### config.mk
export PLATFORM = sky130hd
export DESIGN_NAME = qrs_sqrt_cell
export DESIGN_NICKNAME = d
export VERILOG_FILES = /design/src/rtl/quadratic_root_solver_assert.svh /design/src/rtl/qrs_pkg.sv /design/src/rtl/qrs_sqrt_cell.sv
export SDC_FILE = /design/constraint.sdc
export NUM_CORES = 1
export LEC_CHECK = 0
export BUFFER_PORTS_ARGS = -buffer_cell sky130_fd_sc_hd__buf_2
export CAP_MARGIN = 20
export CORE_AREA = 4 4 167 169
export CTS_BUF_LIST = sky130_fd_sc_hd__clkbuf_16
export DETAILED_ROUTE_END_ITERATION = 16
export DIE_AREA = 0 0 171 173
export HOLD_SLACK_MARGIN = 0.02
export MAX_ROUTING_LAYER = met4
export PLACE_DENSITY_LB_ADDON = 0.08
export SLEW_MARGIN = 15
export SYNTH_ARGS = -nofsm -noshare
export SYNTH_HDL_FRONTEND = slang
export SYNTH_SLANG_ARGS = --single-unit
### constraint.sdc
create_clock -name clk -period 18.65 [get_ports clk]
set_input_delay 2.7975 -clock clk [delete_from_list [all_inputs] [get_ports clk]]
set_output_delay 2.7975 -clock clk [all_outputs]
set_load 0.05 [all_outputs]
### src/rtl/quadratic_root_solver_assert.svh
// assertion macros for the quadratic root solver
// expects clk and rst in the scope where the macros are used
`ifndef QUADRATIC_ROOT_SOLVER_ASSERT_SVH
`define QUADRATIC_ROOT_SOLVER_ASSERT_SVH

// same-cycle implication, checked out of reset
`define QRS_ASSERT_IMPL(lbl, ante, cons, msg) \
  lbl: assert property (@(posedge clk) disable iff (rst) (ante) |-> (cons)) else $error(msg);

// next-cycle implication, checked out of reset
`define QRS_ASSERT_NEXT(lbl, ante, cons, msg) \
  lbl: assert property (@(posedge clk) disable iff (rst) (ante) |=> (cons)) else $error(msg);

`endif

### src/rtl/qrs_pkg.sv
// shared types and constants of the quadratic root solver
// used by the square root cells, the divide cells and the top level
`default_nettype none
package qrs_pkg;

  localparam int CW    = 32;           // coefficient width
  localparam int FB    = 16;           // fraction bits
  localparam int DW    = 2 * CW + 1;   // discriminant width
  localparam int SW    = CW + 1;       // square root width
  localparam int NW    = CW + 2;       // numerator magnitude width
  localparam int QNW   = NW + FB;      // shifted numerator / quotient width
  localparam int RW    = CW + 1;       // divisor and remainder width
  localparam int IDXW  = 6;            // cell bit index width

  typedef enum logic [1:0] {
    KIND_TWO    = 2'd0,
    KIND_DOUBLE = 2'd1,
    KIND_NONE   = 2'd2,
    KIND_AZERO  = 2'd3
  } kind_t;

  // square root chain element
  typedef struct packed {
    logic          valid;
    kind_t         kind;
    logic          aneg;
    logic          bneg;
    logic [CW-1:0] amag;
    logic [CW-1:0] bmag;
    logic [DW-1:0] rem;
    logic [SW-1:0] res;
  } sq_t;

  // one divide lane
  typedef struct packed {
    logic           neg;
    logic [QNW-1:0] num;
    logic [RW-1:0]  rem;
    logic [CW-1:0]  quo;
    logic           ovf;
  } dv_lane_t;

  // divide chain element, two lanes sharing the divisor
  typedef struct packed {
    logic          valid;
    kind_t         kind;
    logic [RW-1:0] den;
    dv_lane_t      lo;
    dv_lane_t      hi;
  } dv_t;

endpackage
`default_nettype wire

### src/rtl/qrs_sqrt_cell.sv
// one bit of the pipelined integer square root (remainder form)
// depends on qrs_pkg
`default_nettype none
module qrs_sqrt_cell
  import qrs_pkg::*;
(
  input  wire logic            clk,
  input  wire logic            rst,
  input  wire logic            en,
  input  wire logic [IDXW-1:0] idx,
  input  wire sq_t             din,
  output sq_t                  dout
);

  localparam int TW = DW + 2;

  logic [TW-1:0] trial;
  logic [TW-1:0] rem_ext;
  sq_t           dout_next;

  always_comb begin
    // (cand^2 - res^2) = res * 2^(k+1) + 4^k
    trial   = ({{(TW-SW){1'b0}}, din.res} << ({1'b0, idx} + 7'd1))
            | ({{(TW-1){1'b0}}, 1'b1} << {idx, 1'b0});
    rem_ext = {2'b00, din.rem};
    dout_next = din;
    if (rem_ext >= trial) begin
      dout_next.rem = DW'(rem_ext - trial);
      dout_next.res = din.res | (SW'(1) << idx);
    end
  end

  always_ff @(posedge clk) begin
    if (rst) begin
      dout.valid <= 1'b0;
    end else if (en) begin
      dout <= dout_next;
    end
  end

endmodule
`default_nettype wire

# Yosys cells after proc, flatten, opt, wreduce, memory -nomap -nowiden
# Index checks and enable logic that the tools add are counted.
[word_totals]
reg_bits = 167
input_bits = 176
out_inout_bits = 167
word_cells = 19
[op_classes]
add_sub_neg = 2
n_lt_le_gt_ge = 1
shifts = 3
mux = 1
bitwise = 3
reduce_logical = 1
[ops]
columns = ["operator", "count"]
rows = [
  ["$mux W98", 1],
  ["$ge A65 B67 Y1", 1],
  ["$or A67 B67 Y67", 1],
  ["$shl A1 B7 Y67 const A", 1],
  ["$shl A33 B7 Y67", 1],
  ["$sub A65 B65 Y65", 1],
  ["$or A33 B33 Y33", 1],
  ["$shl A1 B6 Y33 const A", 1],
  ["$add A6 B1 Y7 const B", 1],
  ["$reduce_and A2 Y1", 1],
  ["$not A1 Y1", 1],
]

# Longest topological paths before layout
[logic_depth]
word_depth = 5
ltp_mapped = 32
depth_no_buf = 23

# Least setup slack after synthesis
# No wires, ideal clock.
[synth_path]
path_kind = "in2reg"
startpoint = "input port rst"
endpoint = "register dout[0] in the netlist's numbering (enable)"
setup_ns = 0.717
arrival_time_ns = 10.152
required_ns = 17.933
slack_ns = 7.781
cell_stages = 1
n_path_buf = 0
path_cell_list = "nor2b_1"
[synth_via]
elab_chain_cells = 2
[synth_rtl]
columns = ["element", "line_no", "rtl"]
rows = [
  ["from (decl)", "qrs_sqrt_cell.sv:8", "input wire logic rst,"],
  ["$not A1 Y1 (no source line)", "--", ""],
  ["$reduce_and A2 Y1 (no source line)", "--", ""],
  ["to (signal assigned)", "qrs_sqrt_cell.sv:37", "dout <= dout_next;"],
  ["to (decl)", "qrs_sqrt_cell.sv:12", "output sq_t dout"],
]
# Every way passes these cells.
# A chain may end at the register's enable or synchronous reset.

==> key figures <==
Die
  – Chip height: 173 um
  – Row count: 60
  – Core area: roughly 27000 um2
  – Initial core utilization: 48.8%
  – Full die area: between 20000 and 30000 um2
  – # IOs: approximately 340
  – Die W: 171 um

Final layout
  – Share of post-route cells with drive strength above 1: 29.8%
  – Max FFs per register: about 170
  – Area of the multi-input gates: 7470 um2
  – Synthesis-to-finish area growth: 19.1%
  – Final-layout fill cell count: approximately 2400
  – Largest Register: dout
  – Diodes inserted: 0
  – Fin nets: 1901
  – Sequential Area: 5000 um2
  – Post-layout instance area: 15500 um2
  – Biggest regs: dout (167)
  – Fin cells: 2007

Global routing
  – Largest net degree at the start of global routing: 79
  – Grt total ovfl: 0
  – Gr usage total: 31.7%
  – Initial antenna violation count: 0
  – First-pass GRT wire length: 70200 um
  – Vias in the first global route: approximately 12000

Clocking
  – Post-CTS Hold Buffers: 0
  – Clock latency at the later pin of the worst-skew pair: 0.44 ns
  – H-tree depth: 4
  – CTS tree: yes
  – Cts repair resizes: 0
  – CTS clk-pin slew, worst paths: 0.08 ns
  – Setup repair bufs after CTS: 0
  – Clock sink count: 167
  – CTS Root Cell: clkbuf_16
  – TritonCTS Buffers: 17
  – Clock buffer depth: 2

Logic synthesis
  – Synthesis-stage register bit count: 167
  – Count leader, synth: nand2_1
  – Ys Warns: 0
  – Yosys cell types: 70
  – Cells taking the most area after synthesis: edfxtp_1, ha_1, nand2_1, a21oi_1, mux2_2
  – Mapped Nets: 1612
  – Synth Flop Type: edfxtp_1
  – Syn avg cell area: 9.51 um2
  – Ys async rst share: 0%
  – Synth area leader: edfxtp_1
  – Post-synth top area share: 38.4%
  – Sequential area share after synthesis: 38.6%
  – Syn Std Cell Area: 13000 um2
  – Top post-synthesis cells by count: nand2_1, edfxtp_1, a21oi_1
  – Post-synth EDFFs: about 170
  – Synth Instances: around 1400

Route
  – Via count: around 12000
  – Drt first pass iters: 6
  – Final routed DRC violation total: 0
  – Post-route ant nets: 0
  – Number of DRC markers in iteration 0: 1041
  – Wire length per cell: 23.7 um
  – Final WL: 47500 um
  – Via density: between 6 and 7

Place
  – GPL Wtd Cong: 0.978
  – Placed cell areas: 14900 um2
  – Hpwl dp: 37400 um
  – I/O Buffers: 342
  – Placed Instances: 1975

Setup path
  – Critical Path Most Common Cell: buf_4
  – CP max stage delay: 1.04 ns
  – Worst EP arrival: 10.54 ns
  – CP top delay family: compound AO/OA/AOI/OAI gates
  – Worst R2R Path Depth: 2
  – Crit start category: input pin
  – CP cell instances: buf_2, buf_4, inv_2, ha_2, mux2i_1, mux2i_1, mux2_2, o21ai_0, o22ai_1, a22o_1, a21oi_1, ha_1, nand2_1, nor3_1, nand3_1, nor2_1, nand3_1, o31ai_1, o21ai_2, nor2_4, buf_4, buf_4, mux2_2
  – Worst Path Buf+Inv: 5
  – Crit path required time: between 15 and 20 ns
  – Critical path peak fanout: 52
  – Worst path slowest cell: ha_2
  – WP depth: 23
  – Critical path type: in2reg
  – CP Capture Type: flip-flop

STA
  – Max Clk Rate: 0.0967 GHz
  – Slew @ Worst Pin: 1.02 ns
  – Minimum clock period: between 10 and 15 ns
  – Setup-failing EPs final: 0
  – Slew Limit Headroom: 31.9%
  – Final setup TNS: 0 ns
  – RSZ-0062 raised after global routing: no
  – Setup Skew: 0 ns
  – Tcrit/Tclk final: ~55%
  – Hold Vio Cnt, Final: 0
  – Slew Viols, Final: 0

Outcome
  – Status: completed

Pwr
  – Pleak: ~6.5 nW
  – PD cells: slightly below 100 nW/um2
  – Pwr Total: 1.53 mW
  – Peak supply drop: 0.0000669 V

Hold path
  – Hold depth: 2
  – Hold Crit Class: reg2reg

Run
  – MaxCap Viol Count: 0
cell families after synthesis:
kind of cell / count (synthesis) / synth area share [%]
adder cells (fa/ha/maj): 72 / 7.00
AND/OR/NAND/NOR: 407 / 13.9
flip-flops: 167 / 38.6
XOR/XNOR: 64 / 4.32
AO/OA/AOI/OAI: 411 / 20.2
multiplexers: 122 / 12.0
buffers and inverters: 121 / 4.03
layout make-up:
class | count | area share, %
multi-input combinational | 1076 | 48.3
sequential | 167 | 32.4
timing repair buffer | 359 | 11.9
tap | 341 | 2.76
clock buffer | 17 | 2.75
clock inverter | 15 | 1.10
inverter | 32 | 0.777
path summary, 6_finish.rpt:
path,end,startpoint,slack (ns)
min,dout[166],dout[166],0.54
min reg2reg,dout[166],dout[166],0.54
max,dout[35],idx[0],8.31
max reg2reg,dout[166],dout[166],18.05
worst min-delay path: stages, from the launching register on:
cell	delay, ns
dfxtp_1	0.33
mux2i_1	0.07
nor2_1	0.10
stage by stage:
| stage | utilization, % | worst slack [ns] | hold slack (ns) |
|---|---|---|---|
| after floorplan | - | 7.78 | 0.733 |
| after global placement | 55.9 | 7.94 | 0.471 |
| after detailed placement | 55.9 | 7.89 | 0.508 |
| after CTS | 58.2 | 8.34 | 0.529 |
| after global routing | 58.2 | 7.81 | 0.584 |
| final | 58.2 | 8.31 | 0.535 |
where the power goes:
part / internal, mW / switching [mW]
Clock: 0.182 / 0.195
Combinational: 0.230 / 0.452
Sequential: 0.460 / 0.00755
Total: 0.872 / 0.654
per-layer routing:
layer	part of all wire, %	global-route usage [%]	vias to the layer above
met5	0	-	-
met4	3.1	9.71	0
met3	7.3	4.48	72
met2	49	52.8	585
met1	41	40.2	5884
li1	-	-	5693
cell usage in the layout, fill, tap and decap left out, types with 24 or more instances in the layout:
| cell type | n |
|---|---|
| xnor2_1 | 38 |
| nor2_1 | 95 |
| nand2_1 | 188 |
| a21oi_1 | 122 |
| buf_2 | 342 |
| a21o_1 | 58 |
| mux2_2 | 54 |
| ha_1 | 70 |
| inv_1 | 31 |
| nand3_1 | 26 |
| xor2_1 | 24 |
| o21ai_0 | 89 |
| mux2i_1 | 33 |
| edfxtp_1 | 166 |
Power figures use the tool's default switching activity.
