File: src/rtl/quadratic_root_solver_assert.svh
// assertion macros for the quadratic root solver
// expects clk and rst in the scope where the macros are used
`ifndef QUADRATIC_ROOT_SOLVER_ASSERT_SVH
`define QUADRATIC_ROOT_SOLVER_ASSERT_SVH

// same-cycle implication, checked out of reset
`define QRS_ASSERT_IMPL(lbl, ante, cons, msg) \
  lbl: assert property (@(posedge clk) disable iff (rst) (ante) |-> (cons)) else $error(msg);

// next-cycle implication, checked out of reset
`define QRS_ASSERT_NEXT(lbl, ante, cons, msg) \
  lbl: assert property (@(posedge clk) disable iff (rst) (ante) |=> (cons)) else $error(msg);

`endif

File: src/rtl/qrs_pkg.sv
// shared types and constants of the quadratic root solver
// used by the square root cells, the divide cells and the top level
`default_nettype none
package qrs_pkg;

  localparam int CW    = 32;           // coefficient width
  localparam int FB    = 16;           // fraction bits
  localparam int DW    = 2 * CW + 1;   // discriminant width
  localparam int SW    = CW + 1;       // square root width
  localparam int NW    = CW + 2;       // numerator magnitude width
  localparam int QNW   = NW + FB;      // shifted numerator / quotient width
  localparam int RW    = CW + 1;       // divisor and remainder width
  localparam int IDXW  = 6;            // cell bit index width

  typedef enum logic [1:0] {
    KIND_TWO    = 2'd0,
    KIND_DOUBLE = 2'd1,
    KIND_NONE   = 2'd2,
    KIND_AZERO  = 2'd3
  } kind_t;

  // square root chain element
  typedef struct packed {
    logic          valid;
    kind_t         kind;
    logic          aneg;
    logic          bneg;
    logic [CW-1:0] amag;
    logic [CW-1:0] bmag;
    logic [DW-1:0] rem;
    logic [SW-1:0] res;
  } sq_t;

  // one divide lane
  typedef struct packed {
    logic           neg;
    logic [QNW-1:0] num;
    logic [RW-1:0]  rem;
    logic [CW-1:0]  quo;
    logic           ovf;
  } dv_lane_t;

  // divide chain element, two lanes sharing the divisor
  typedef struct packed {
    logic          valid;
    kind_t         kind;
    logic [RW-1:0] den;
    dv_lane_t      lo;
    dv_lane_t      hi;
  } dv_t;

endpackage
`default_nettype wire

File: src/rtl/qrs_div_cell.sv
// one quotient bit of the pipelined restoring divider, two lanes
// depends on qrs_pkg
`default_nettype none
module qrs_div_cell
  import qrs_pkg::*;
(
  input  wire logic            clk,
  input  wire logic            rst,
  input  wire logic            en,
  input  wire logic [IDXW-1:0] idx,
  input  wire dv_t             din,
  output dv_t                  dout
);

  dv_t dout_next;

  function automatic dv_lane_t lane_step(dv_lane_t l, logic [RW-1:0] den,
                                         logic [IDXW-1:0] k);
    logic [RW:0] part;
    dv_lane_t    r;
    r    = l;
    part = {l.rem, l.num[k]};
    if (part >= {1'b0, den}) begin
      r.rem = RW'(part - {1'b0, den});
      // bits above the result width only mark overflow
      if (k >= IDXW'(CW)) begin
        r.ovf = 1'b1;
      end else begin
        r.quo = l.quo | (CW'(1) << k);
      end
    end else begin
      r.rem = RW'(part);
    end
    return r;
  endfunction

  always_comb begin
    dout_next    = din;
    dout_next.lo = lane_step(din.lo, din.den, idx);
    dout_next.hi = lane_step(din.hi, din.den, idx);
  end

  always_ff @(posedge clk) begin
    if (rst) begin
      dout.valid <= 1'b0;
    end else if (en) begin
      dout <= dout_next;
    end
  end

endmodule
`default_nettype wire

File: config.mk
export PLATFORM = sky130hd
export DESIGN_NAME = qrs_div_cell
export DESIGN_NICKNAME = d
export VERILOG_FILES = /design/src/rtl/quadratic_root_solver_assert.svh /design/src/rtl/qrs_pkg.sv /design/src/rtl/qrs_div_cell.sv
export SDC_FILE = /design/constraint.sdc
export NUM_CORES = 1
export LEC_CHECK = 0
export BUFFER_PORTS_ARGS = -buffer_cell sky130_fd_sc_hd__buf_2
export CAP_MARGIN = 20
export CORE_AREA = 2 2 211 213
export CTS_CLUSTER_SIZE = 25
export DETAILED_ROUTE_END_ITERATION = 10
export DIE_AREA = 0 0 213 215
export GPL_TIMING_DRIVEN = 0
export PLACE_DENSITY = 0.61
export SYNTH_ARGS = -nofsm -noshare
export SYNTH_HDL_FRONTEND = slang
export SYNTH_SLANG_ARGS = --single-unit
File: constraint.sdc
create_clock -name clk -period 19.6 [get_ports clk]
set_input_delay 3.92 -clock clk [delete_from_list [all_inputs] [get_ports clk]]
set_output_delay 3.92 -clock clk [all_outputs]
set_load 0.02 [all_outputs]
## After elaboration in Yosys (flattened, before gate mapping)

Index checks and enable logic that the tools add are counted.

- Add/sub/neg operators: 2
- Mux-type cells: 12
- Order comparisons: 4
- Shift operators: 1
- Bitwise operators: 3
- Reductions and logical operators: 1

Operators by type and width:

| kind | number |
|---|---|
| 33-bit 2-to-1 mux | 4 |
| 34-bit by 33-bit >= comparator with 1-bit output | 2 |
| 33-bit subtractor | 2 |
| 32-bit 2-to-1 mux | 2 |
| 32-bit bitwise OR | 2 |
| 1-bit by 6-bit << shifter with 32-bit output (first input constant) | 1 |
| 1-bit binary-select mux with 6-bit select | 2 |
| 6-bit by 7-bit less-than comparator with 1-bit output (second input constant) | 1 |
| 6-bit >= comparator (second input constant) | 1 |
| 1-bit 2-to-1 mux | 4 |
| 2-bit AND reduction | 1 |
| 1-bit inverter | 1 |

- Register bits after elaboration: 270
- Input port bits: 279
- Output and inout port bits: 270

## Logic depth before layout (Yosys ltp)

Gate-level depths: netlist (run 1).

- Word-level depth: 4
- Mapped depth: 24
- Gate-level depth less buffers: 18

## Worst setup path before layout (run 1)

No wires, ideal clock.

- Path type: in2reg
- Start point: input port rst
- End point: register dout[0] in the netlist's numbering, enable pin
- Required time: 18.659 ns
- Stages on the path: 1
- Setup time: 0.941 ns
- Slack: 2.848 ns
- Buffers on the path: 0
- Data arrival time: 15.812 ns
- Cell sequence: nor2b_1

- Longest elaborated chain between the ends: 2

RTL lines:

| item | RTL line | source |
|---|---|---|
| start: declaration | qrs_div_cell.sv:8 | `input wire logic rst,` |
| 1-bit inverter (no line) | -- |  |
| 2-bit AND reduction (no line) | -- |  |
| end signal: assignment | qrs_div_cell.sv:47 | `dout <= dout_next;` |
| end: declaration | qrs_div_cell.sv:12 | `output dv_t dout` |

No other way between the ends.
A chain may end at the register's enable or synchronous reset.

==> flow_summary.ini, run 1 <==
[outcome]
status = complete, no violations

[route]
first_pass_iters = 5
ant_nets = 0
drt_iter0_drc = 919
wl_um = 57700
drc_errors = 0
vias = 12251
avgRoutedWirePerCell_um = 24.3
vias_per_cell = 5.15

[floorplanning]
core_um2 = 43600
initial_core_util_pct = 32.5
io_pins = 549
row_count = 77
die_area_um2 = 45800
die_y_um = 215
die_w_um = 213

[clocking]
clockBufferDepth = 3
cts_hold_buf = 0
cts_resized = 0
numCtsBuffers = 34
insertion_delay_ps = 530
root_buffer = clkbuf_16
post_cts_buffers = 0
clock-sinks = 270
htreeDepth = 2
clkTransAtPathRegs_ps = 60
cts_tree = yes

[power_and_ir_drop]
finalPower_uw = 1740
power_leakage_uw = 0.00836
powerDensity_nw_per_um2 = 91.4
ir_drop_uv = 63.5

[timing]
finalCritPeriodShare_pct = 50.1
finalClockSkew_ps = 0
period_minus_slack_ps = 9810
worst_slew_pin_slew_ps = 1030
finalSetupTns_ps = 0
fmax_ghz = 0.102
rsz0062_at_grt = false
finalHoldViolCount = 0
drv_slew = 0
setup_viol = 0
max_slew_margin_pct = 31.2

[critical_path]
rrSetupSlack_ps = 18990
crit_type = primary input to flop
reg2reg_depth = 2
r2r_start = dout[269]
cp.required_ps = 19880
end_kind = flop
crit_fanout = 10
cp.arrival_ps = 10100
reg2reg_to = dout[269]
startpoint_type = primary input

[logic_synthesis]
synth_edf_count = 269
syn_inst = 1162
seq_area_frac_synth_pct = 57.1
syn-cell-area_um2 = 14200
ys_types = 70
synth_warnings = 0
synthFlopType = edfxtp_1
syn_area_per_cell_um2 = 12.2
synthArstFlopShare_pct = 0
syn_nets = 1509
ys_seq_elements = 270

[final_layout]
final_cell_count_no_fill = 2378
final-seq-area_um2 = 8100
syn2layout_area_growth_pct = 34.5
reg.largest.list = dout (270)
regMostFlops = dout
final_layout_size_suffix_gt1_share_pct = 38.4
n_fill_cell = 4186
finalNetCount = 2099
largest_reg_flops = 270
final_cell_area_um2 = 19100
multi_input_area_um2 = 5620

[hold_path]
hold_start = dout[269]
hp-class = flop to flop
hold_path_depth = 2
hold_end = dout[269]

[grt]
overflow = 0
antenna_found_initial = 16
grt_usage_pct = 24.5
grt_max_degree = 32
grt_pass1_wl_um = 81000
grt_pass1_vias = 12223

[placed_design]
dp_hpwl_um = 46500
dpl-instance-area_um2 = 17900
place_congestion = 0.981
dp.cells = 2308
port_buffers = 543

[flow_run]
drv_cap = 0
==> metal layers <==
metal / wire length [um] / global-route usage (%) / part of all wire, %
met2: 28700 / 42.0 / 50
met3: 4310 / 4.97 / 7.5
met5: 42 / 0 / 0.073
met4: 1930 / 9.91 / 3.3
met1: 22700 / 29.9 / 39
==> per-stage QoR <==
step           setup WS (ps)  util (%)  hold WS (ps)
6_report                9790      43.7           528
2_1_floorplan           2850         -           579
5_1_grt                 9540      43.7           580
4_1_cts                 9810      43.7           511
3_3_place_gp           -3000      40.4           470
3_5_place_dp            9260      41.0           495
==> worst max-delay path, cell delays in order <==
cell and delay (ps):
clkbuf_1 340, clkbuf_1 550, clkbuf_1 450, nand2_1 270, o22ai_1 280, a22oi_1 100, a21oi_1 190, o21ai_0 120
a21oi_1 460, ha_1 270, inv_1 60, fa_1 400, a21o_1 190, and3_1 220, o21a_1 210, o211ai_1 320
a21oi_1 130, nor2_1 730, nor3_2 320, buf_2 310, a21o_1 220
==> cell families (layout without fill, tap and decap cells) <==
family	Yosys count	in the layout	share of synthesized area, %
fa+ha+maj	68	68	6.10
flops	270	270	57.1
xor+xnor	53	53	3.27
compound gates	335	335	15.3
simple gates	283	283	9.71
mux	41	41	5.23
buf+inv	112	727	3.38
other cells	0	9	0
==> power by group <==
part           switching, uW  internal, uW
Combinational            238           135
Sequential              11.5           692
Clock                    257           410
==> layout by cell type (no fill, tap or decap), types with 9 or more instances in the layout <==
cell       netlist  final
a211oi_1         9      9
a21o_1          99     99
a21oi_1         94     94
buf_2           17    560
clkbuf_1        36     37
clkbuf_16        0     35
diode_2          0      9
edfxtp_1       269    269
ha_1            66     66
inv_1           51     51
mux2i_1         10     10
mux4_2          26     26
nand2_1         83     83
nand2b_1         9      9
nand3_1         17     17
nand4_1         20     20
nor2_1          74     74
nor2b_1         10      9
nor3_1          24     24
o21ai_0         61     61
o21bai_1        15     15
xnor2_1         30     30
xor2_1          23     23
==> cell usage after synthesis, types with 4 or more instances <==
cell type  instances  area share, %
nor3b_1            5           0.26
xor2_1            23            1.4
nand2b_1           9           0.40
buf_4              6           0.32
edfxtp_1         269             57
a31oi_1            5           0.22
a31o_2             5           0.31
nor2b_1           10           0.44
nor3_1            24           0.85
and2_1             6           0.26
ha_1              66            5.8
clkbuf_1          36           0.95
mux4_2            26            4.1
nand2_1           83            2.2
a211oi_1           9           0.48
a21oi_1           94            3.3
xnor2_1           30            1.9
nor2_1            74            2.0
a2111oi_0          4           0.25
buf_2             17           0.60
a21o_1            99            5.2
o21ai_1            6           0.21
inv_1             51            1.3
a41oi_1            5           0.31
o21bai_1          15           0.79
mux2i_1           10           0.71
o21ai_0           61            2.2
nand3_1           17           0.60
mux2_2             5           0.40
a22oi_1            4           0.21
and3_1             6           0.26
nand4_1           20           0.88
nor4_1             7           0.31
==> worst max path at each step <==
stage | startpoint | endpoint | slack (ps) | cells past startpoint
2_1_floorplan | rst | dout[0] | 2850 | 1
3_3_place_gp | en | dout[144] | -3000 | 2
3_5_place_dp | idx[1] | dout[13] | 9260 | 21
4_1_cts | idx[1] | dout[13] | 9810 | 21
5_1_grt | idx[1] | dout[8] | 9540 | 21
6_report | idx[1] | dout[13] | 9790 | 21
==> layout make-up <==
class	count	area share, %
inverter	51	1.00
clock inverter	24	1.48
clock buffer	37	4.68
antenna	9	0.118
multi-input combinational	780	29.5
sequential	270	42.4
tap	592	3.88
buffer	61	1.51
timing repair buffer	554	15.4
(Power assumes the default switching activity.)
==> run 2: changes to the inputs <==
--- a/config.mk
+++ b/config.mk
@@ -5,14 +5,15 @@
 export SDC_FILE = /design/constraint.sdc
 export NUM_CORES = 1
 export LEC_CHECK = 0
+export ABC_AREA = 1
 export BUFFER_PORTS_ARGS = -buffer_cell sky130_fd_sc_hd__buf_2
 export CAP_MARGIN = 20
-export CORE_AREA = 2 2 211 213
+export CORE_AREA = 2 2 213 215
 export CTS_CLUSTER_SIZE = 25
 export DETAILED_ROUTE_END_ITERATION = 10
-export DIE_AREA = 0 0 213 215
+export DIE_AREA = 0 0 215 217
 export GPL_TIMING_DRIVEN = 0
-export PLACE_DENSITY = 0.61
+export PLACE_DENSITY = 0.64
 export SYNTH_ARGS = -nofsm -noshare
 export SYNTH_HDL_FRONTEND = slang
 export SYNTH_SLANG_ARGS = --single-unit
==> constraint.sdc (replaced) <==
create_clock -name clk -period 9.5 [get_ports clk]
set_input_delay 1.9 -clock clk [delete_from_list [all_inputs] [get_ports clk]]
set_output_delay 1.9 -clock clk [all_outputs]
set_load 0.02 [all_outputs]
==> flow_summary.ini, run 2 <==
[power_and_ir_drop]
power_leakage_uw = 0.0104
ir_drop_uv = 121
powerDensity_nw_per_um2 = 174
finalPower_uw = 3570

[timing]
max_slew_margin_pct = 35.9
worst_slew_pin_slew_ps = 957
period_minus_slack_ps = 5490
fmax_ghz = 0.182
hold_ws_ps = 473
finalCritPeriodShare_pct = 57.8
finalClockSkew_ps = 0
finalHoldViolCount = 0
finalSetupTns_ps = 0
setup_viol = 0
rsz0062_at_grt = false
drv_slew = 0

[logic_synthesis]
synthFlopType = edfxtp_1
ys_types = 30
synth_edf_count = 269
yosysTopAreaCell = edfxtp_1
syn_nets = 2285
synthTopCellsByCount = nand2_1, edfxtp_1, inv_1, nor2_1, nand3_1
ys_seq_elements = 270
synthArstFlopShare_pct = 0
synth_most_common_cell = nand2_1
syn_area_per_cell_um2 = 8.12
syn-cell-area_um2 = 15700
seq_area_frac_synth_pct = 51.4
synth_warnings = 0
synthTopCellsByArea = edfxtp_1, nand2_1, inv_1, ha_1, nand3_1
syn_inst = 1938
synth_top_cell_area_share_pct = 51.3

[placed_design]
place_congestion = 0.960
dp.cells = 3092
port_buffers = 546
dp_hpwl_um = 56500

[floorplanning]
initial_core_util_pct = 35.2
die_y_um = 217
core_um2 = 44700
io_pins = 549
die_area_um2 = 46700
die_w_um = 215
row_count = 78

[critical_path]
critical-path-top-delay-family = simple AND/OR/NAND/NOR gates
crit_path_top_delay_cell = nor2_1
cp.required_ps = 9940
crit_buf_inv = 6
cpPeakStageDelay_ps = 740
crit_fanout = 10
crit_type = primary input to flop
startpoint_type = primary input
end_kind = flop
cp-startpoint = idx[0]
cpMostUsedCell = nand2_1
r2r_start = dout[269]
cp.arrival_ps = 5940

[final_layout]
finalNetCount = 2872
multi_input_area_um2 = 6360
largest_reg_flops = 270
n_fill_cell = 4490
layout_common_cells = nand2_1, buf_2, edfxtp_1
mostFrequentLayoutCell = nand2_1
final_layout_size_suffix_gt1_share_pct = 25.5
reg.largest.list = dout (270)
regMostFlops = dout
syn2layout_area_growth_pct = 30.1
final_cell_count_no_fill = 3154
final-seq-area_um2 = 8100
fin_util_pct = 45.8

[clocking]
post_cts_buffers = 0
clkTransAtPathRegs_ps = 60
cts_tree = yes
clockBufferDepth = 3
insertion_delay_ps = 600
clock-sinks = 270
cts_resized = 0
root_buffer = clkbuf_16
htreeDepth = 1
numCtsBuffers = 31
cts_hold_buf = 0

[hold_path]
hold_start = dout[269]
hp-class = flop to flop

[route]
drt_iter0_drc = 1455
ant_nets = 0
avgRoutedWirePerCell_um = 21.3
wl_um = 67100
first_pass_iters = 6
vias_per_cell = 4.90
drc_errors = 0
vias = 15455

[grt]
grt_pass1_wl_um = 96200
grt_pass1_vias = 15157
grt_max_degree = 38
grt_usage_pct = 27.9
antenna_found_initial = 13
overflow = 0

[flow_run]
drv_cap = 0

[outcome]
status = complete, no violations
-- run 2: cells by family after synthesis --
| logic type | count (synthesis) | synth area share, % |
|---|---|---|
| fa+ha+maj | 68 | 5.50 |
| flops | 270 | 51.4 |
| xor+xnor | 30 | 1.67 |
| compound gates | 113 | 3.86 |
| buf+inv | 314 | 8.19 |
| simple gates | 1143 | 29.3 |
-- run 2: final cells by class --
cell class / instances / share of cell area [%]
flip-flops and latches: 270 / 39.5
well taps: 600 / 3.67
clock inverters: 24 / 1.41
plain buffers: 43 / 1.33
inverters: 271 / 4.97
multi-input cells: 1354 / 31.1
clock buffers: 33 / 3.83
diodes: 5 / 0.0611
repair buffers: 554 / 14.1
-- run 2: layer usage --
| metal | part of all wire (%) | wire length, um | GRT usage (%) |
|---|---|---|---|
| met3 | 7.3 | 4870 | 3.70 |
| met4 | 3.7 | 2510 | 9.89 |
| met1 | 40 | 26800 | 34.8 |
| met5 | 0.098 | 66 | 0 |
| met2 | 49 | 32800 | 49.7 |
-- run 2: through the flow --
stage | instance area (um2) | worst slack, ps
2_1_floorplan | 15700 | 100
3_3_place_gp | 19200 | -2890
3_5_place_dp | 19400 | 3510
4_1_cts | 20500 | 4110
5_1_grt | 20500 | 3860
6_report | 20500 | 4010
-- run 2: worst reg2reg max path, cell delays in order, from the launching register on --
cell	delay (ps)
dfxtp_1	330
nand2_1	60
a21oi_1	120
-- run 2: worst paths after layout --
check	to	slack (ps)	depth (start not counted)
hold / removal	dout[269]	470	2
setup / recovery	dout[175]	4010	28
hold reg to reg	dout[269]	470	2
setup reg to reg	dout[269]	8930	2
-- run 2: power by group --
part / leakage [uW] / switching [uW] / internal, uW
sequential: 0.00253 / 27.2 / 1430
clock: 0.000522 / 515 / 760
combinational: 0.00735 / 577 / 265
total: 0.0104 / 1120 / 2450
